### src/dfo_ram.sv
`timescale 1ns / 1ps
`default_nettype none
// ----------------------------------------------------------------------------
// dfo_ram
// Simple dual-port RAM, one write and one registered read per cycle.
// ----------------------------------------------------------------------------
module dfo_ram #(
  parameter int WIDTH = 6,
  parameter int DEPTH = 64
) (
  input  wire logic                     clk,
  input  wire logic                     we,
  input  wire logic [$clog2(DEPTH)-1:0] waddr,
  input  wire logic [WIDTH-1:0]         wdata,
  input  wire logic [$clog2(DEPTH)-1:0] raddr,
  output logic      [WIDTH-1:0]         rdata
);

  logic [WIDTH-1:0] mem [DEPTH];

  always_ff @(posedge clk) begin
    if (we) mem[waddr] <= wdata;
    rdata <= mem[raddr];
  end

endmodule
`default_nettype wire

### config.mk
export PLATFORM = sky130hd
export DESIGN_NAME = dfo_ram
export DESIGN_NICKNAME = d
export VERILOG_FILES = /design/src/dfo_ram.sv
export SDC_FILE = /design/constraint.sdc
export NUM_CORES = 1
export LEC_CHECK = 0
export CAP_MARGIN = 20
export CORE_MARGIN = 2
export CORE_UTILIZATION = 25
export DETAILED_ROUTE_END_ITERATION = 10
export DONT_BUFFER_PORTS = 1
export GPL_TIMING_DRIVEN = 0
export SLEW_MARGIN = 20
export SYNTH_ARGS = -nofsm -noshare
export SYNTH_HDL_FRONTEND = slang
export SYNTH_SLANG_ARGS = --single-unit
export TNS_END_PERCENT = 1
### constraint.sdc
create_clock -name clk -period 2.67 [get_ports clk]
set_input_delay 0.534 -clock clk [delete_from_list [all_inputs] [get_ports clk]]
set_output_delay 0.534 -clock clk [all_outputs]
set_load 0.005 [all_outputs]
== After elaboration in Yosys (flattened, before gate mapping) ==
Memory sizes are Yosys's and may differ from the RTL's. A register that Yosys moved wholly into a read port is not among the register bits.
Cells that the tools add are included.

* Bits in writable memories: 384
* Logic and storage cells: 3
* Input port bits: 20
* Register bits after elaboration: 0
* Memories: 1

{| class="wikitable"
|+ Memories
! memory !! words !! width !! read ports !! clocked after memory_dff !! wr ports !! RTL line !! RTL
|-
| mem || 64 || 6 || 1 || 1 || 1 || 19 || <nowiki>logic [WIDTH-1:0] mem [DEPTH];</nowiki>
|}

* Multiplexer cells: 2

{| class="wikitable"
|+ Operators with widths
! cell !! number
|-
| $mux W1 || 2
|}

== Longest topological paths before layout ==
* Depth in word-level cells: 2
* Depth in mapped cells: 7
* Depth with buffers taken out: 5

== Worst setup path before layout ==
No wires, ideal clock.

* Path kind: input to register
* From: input raddr[0]
* To: register rdata[0] (read register of mem)
* Arrival: 1.962 ns
* Setup slack: 0.590 ns
* Data required time: 2.553 ns
* Buffers on the path: 3
* Setup time: 0.117 ns
* Stages on the path: 7
* Path through: buf_6 -> buf_6 -> buf_4 -> mux4_2 -> o22ai_1 -> o21ai_1 -> a32o_1

{| class="wikitable"
|+ RTL lines
! element !! RTL line !! RTL
|-
| start, declared || 15 || <nowiki>input wire logic [$clog2(DEPTH)-1:0] raddr,</nowiki>
|-
| end, declared || 16 || <nowiki>output logic [WIDTH-1:0] rdata</nowiki>
|}

==> flow_summary.json <==
{
  "synth_seq_cells": 390,
  "cp_max_fo": 10,
  "cts_tree": "yes",
  "worstSetupEndpoint": "rdata[3]",
  "die-area_um2": 62900,
  "r2r_end": "rdata[5]",
  "synth_area_um2": 15200,
  "relSlewSlack_pct": 33.2,
  "ant_nets": 0,
  "multi_input_area_um2": 3320,
  "start_kind": "input port",
  "max_clock_freq_mhz": 395,
  "die_w_um": 251,
  "synth_cell_types": 37,
  "clk_latency_ps": 530,
  "clockBufferDepth": 3,
  "power_density_nw_per_um2": 733,
  "ir_drop_mv": 0.366,
  "placed_area_um2": 16200,
  "io_pins": 26,
  "fin_area_um2": 17500,
  "final.min_clock_period_ps": 2530,
  "crit_slowest_cell": "clkbuf_1",
  "syn-instance-count": 720,
  "status": "finished clean",
  "die-height_um": 251,
  "rsz0062_at_grt": "false",
  "antenna_cells": 0,
  "hold_path_class": "input port to flip-flop",
  "finalCoreUtilization_pct": 29.0,
  "path_class": "input port to flip-flop",
  "drive_above_1_share_pct": 22.6,
  "dpl.hpwl_um": 23300,
  "yosysSeqAreaShare_pct": 76.5,
  "whs_path_depth": 0,
  "cts_buffers": 40,
  "p_leak_nw": 5.24,
  "yosys_warnings": 0,
  "postCtsSetupRepairBufs": 0,
  "setup_tns_ps": 0,
  "cp-end-kind": "flip-flop",
  "synth_nets": 740,
  "vias": 7401,
  "n_fill_cell": 5785,
  "final_hold_viol_count": 0,
  "rr_startpoint": "mem[42][5]",
  "grt_max_degree": 65,
  "synthToLayoutAreaGrowth_pct": 14.8,
  "drt_iter0_drc": 813,
  "clk_pin_slew_ps": 60,
  "grt_pass1_vias": 7579,
  "grt_usage_pct": 11.6,
  "viasPerCell": 4.71,
  "post-route-drc-count": 0,
  "holdBufCountCts": 0,
  "syn_avg_cell_area_um2": 21.1,
  "slowest_delay_ps": 790,
  "drv_slew": 0,
  "io_buffers": 0,
  "cp_data_arrival_time_ps": 2930,
  "htree_levels": 2,
  "required_ps": 3060,
  "start_util_pct": 25.3,
  "final-setup-viol-count": 0,
  "crit_chain": "buf_2 > clkbuf_1 > mux4_2 > mux2_2 > o21ai_1 > a21oi_1 > o22a_1",
  "first_pass_iters": 5,
  "std_cell_rows": 90,
  "wl_per_cell_um": 23.4,
  "gp_congestion": 0.792,
  "grt_pass1_wl_um": 52900,
  "clockRootBuffer": "clkbuf_16",
  "startpoint": "raddr[2]",
  "tightest_slew_ps": 1000,
  "cts.repair.resized": 0,
  "r2r_cells": 5,
  "grt.overflow.total": 0,
  "r2r_slack_ps": 730,
  "finClkSkew_ps": 10.3,
  "finalWirelength_um": 36700,
  "fin_crit_sh_pct": 94.9,
  "ff_latch_area_um2": 11700,
  "antenna_found_initial": 3,
  "clock-sinks": 390,
  "core_um2": 60200,
  "cap_violations": 0,
  "final_net_count": 784
}
[placed cells by master (no fill, tap or decap), types with 8 or more instances in the layout]
| master | n |
|---|---|
| nor2b_1 | 8 |
| o221ai_1 | 9 |
| mux4_2 | 87 |
| nand2_1 | 8 |
| edfxtp_1 | 384 |
| nand3_1 | 11 |
| clkinv_1 | 8 |
| o22ai_1 | 12 |
| mux2i_1 | 15 |
| nor2_1 | 67 |
| buf_2 | 13 |
| clkbuf_1 | 24 |
| mux2_2 | 9 |
| clkbuf_16 | 41 |
[cell type report]
class | count | area share, %
Sequential cell | 390 | 66.7
Tap cell | 782 | 5.60
Timing Repair Buffer | 2 | 0.0573
Clock buffer | 49 | 6.04
Multi-Input combinational cell | 291 | 19.0
Buffer | 39 | 1.44
Clock inverter | 20 | 1.16
[through the flow]
step           hold slack (ps)  std cells  total power, W  setup WS [ps]
3_3_place_gp               643       1502         0.00747           -333
5_1_grt                   78.3       1573          0.0132           89.9
2_1_floorplan              633        720         0.00728            590
3_5_place_dp               643       1502         0.00748           -357
4_1_cts                   85.0       1571          0.0129            187
6_report                  97.2       1573          0.0128            135
[layer usage]
layer	up-vias	GRT usage, %	wire length, um
li1	3098	-	-
met1	3949	14.7	15000
met2	281	18.8	17500
met3	67	3.51	3060
met4	6	4.24	1160
met5	-	0	42
[cells by family (layout without fill, tap and decap cells)]
group | Yosys count | after routing | share of synthesized area (%)
flip-flops | 390 | 390 | 76.5
AND/OR/NAND/NOR | 120 | 120 | 3.67
multiplexers | 117 | 117 | 15.6
AO/OA/AOI/OAI | 54 | 54 | 2.60
buffers and inverters | 39 | 110 | 1.65
[how the worst min path moves through the flow]
stage	startpoint	to	slack (ps)
floorplan	wdata[0]	mem[0][0]	630
global placement	wdata[2]	mem[14][2]	640
detailed placement	wdata[4]	mem[52][4]	640
CTS	wdata[2]	mem[10][2]	80
global route	wdata[5]	mem[9][5]	80
finish	wdata[5]	mem[11][5]	100
[critical path, delay by kind of cell]
kind                   cells  cell delay (ps)
AO/OA/AOI/OAI              3              560
multiplexers               2              720
buffers and inverters      2             1100
[state kept, by name, summed over array words and instances (netlist names)]
signal  count
mem       384
rdata       6
[power breakdown]
| group | total, W | leakage [nW] | internal (W) | switching, W |
|---|---|---|---|---|
| logic | 0.000555 | 1.12 | 0.000225 | 0.000330 |
| registers | 0.00679 | 3.51 | 0.00677 | 0.0000186 |
| clock network | 0.00547 | 0.614 | 0.00319 | 0.00227 |
| total | 0.0128 | 5.24 | 0.0102 | 0.00262 |
[cells in the mapped netlist (all sizes together)]
library cell  count  area share [%]
nor2b             8            0.33
nor2             67             1.7
a32o              3            0.20
a221oi            3            0.17
dfxtp             6            0.79
nand2             8            0.20
nand3b            4            0.20
clkbuf           16            0.39
mux2i            15            0.99
nand3            11            0.36
and3b             1           0.058
mux2              9            0.67
edfxtp          384              76
and2              1           0.041
mux4             93              14
nor3b             1           0.049
or3               2           0.082
o21ai             6            0.20
nand4b            1           0.058
or2               2           0.082
buf              23             1.3
nand2b            5            0.21
or3b              2            0.12
o221ai            9            0.52
a21oi             6            0.20
nor3              5            0.16
a211oi            6            0.30
a22oi             3            0.18
nand4             2           0.082
o22a              6            0.35
o22ai            12            0.49
Power figures use the tool's default switching activity.
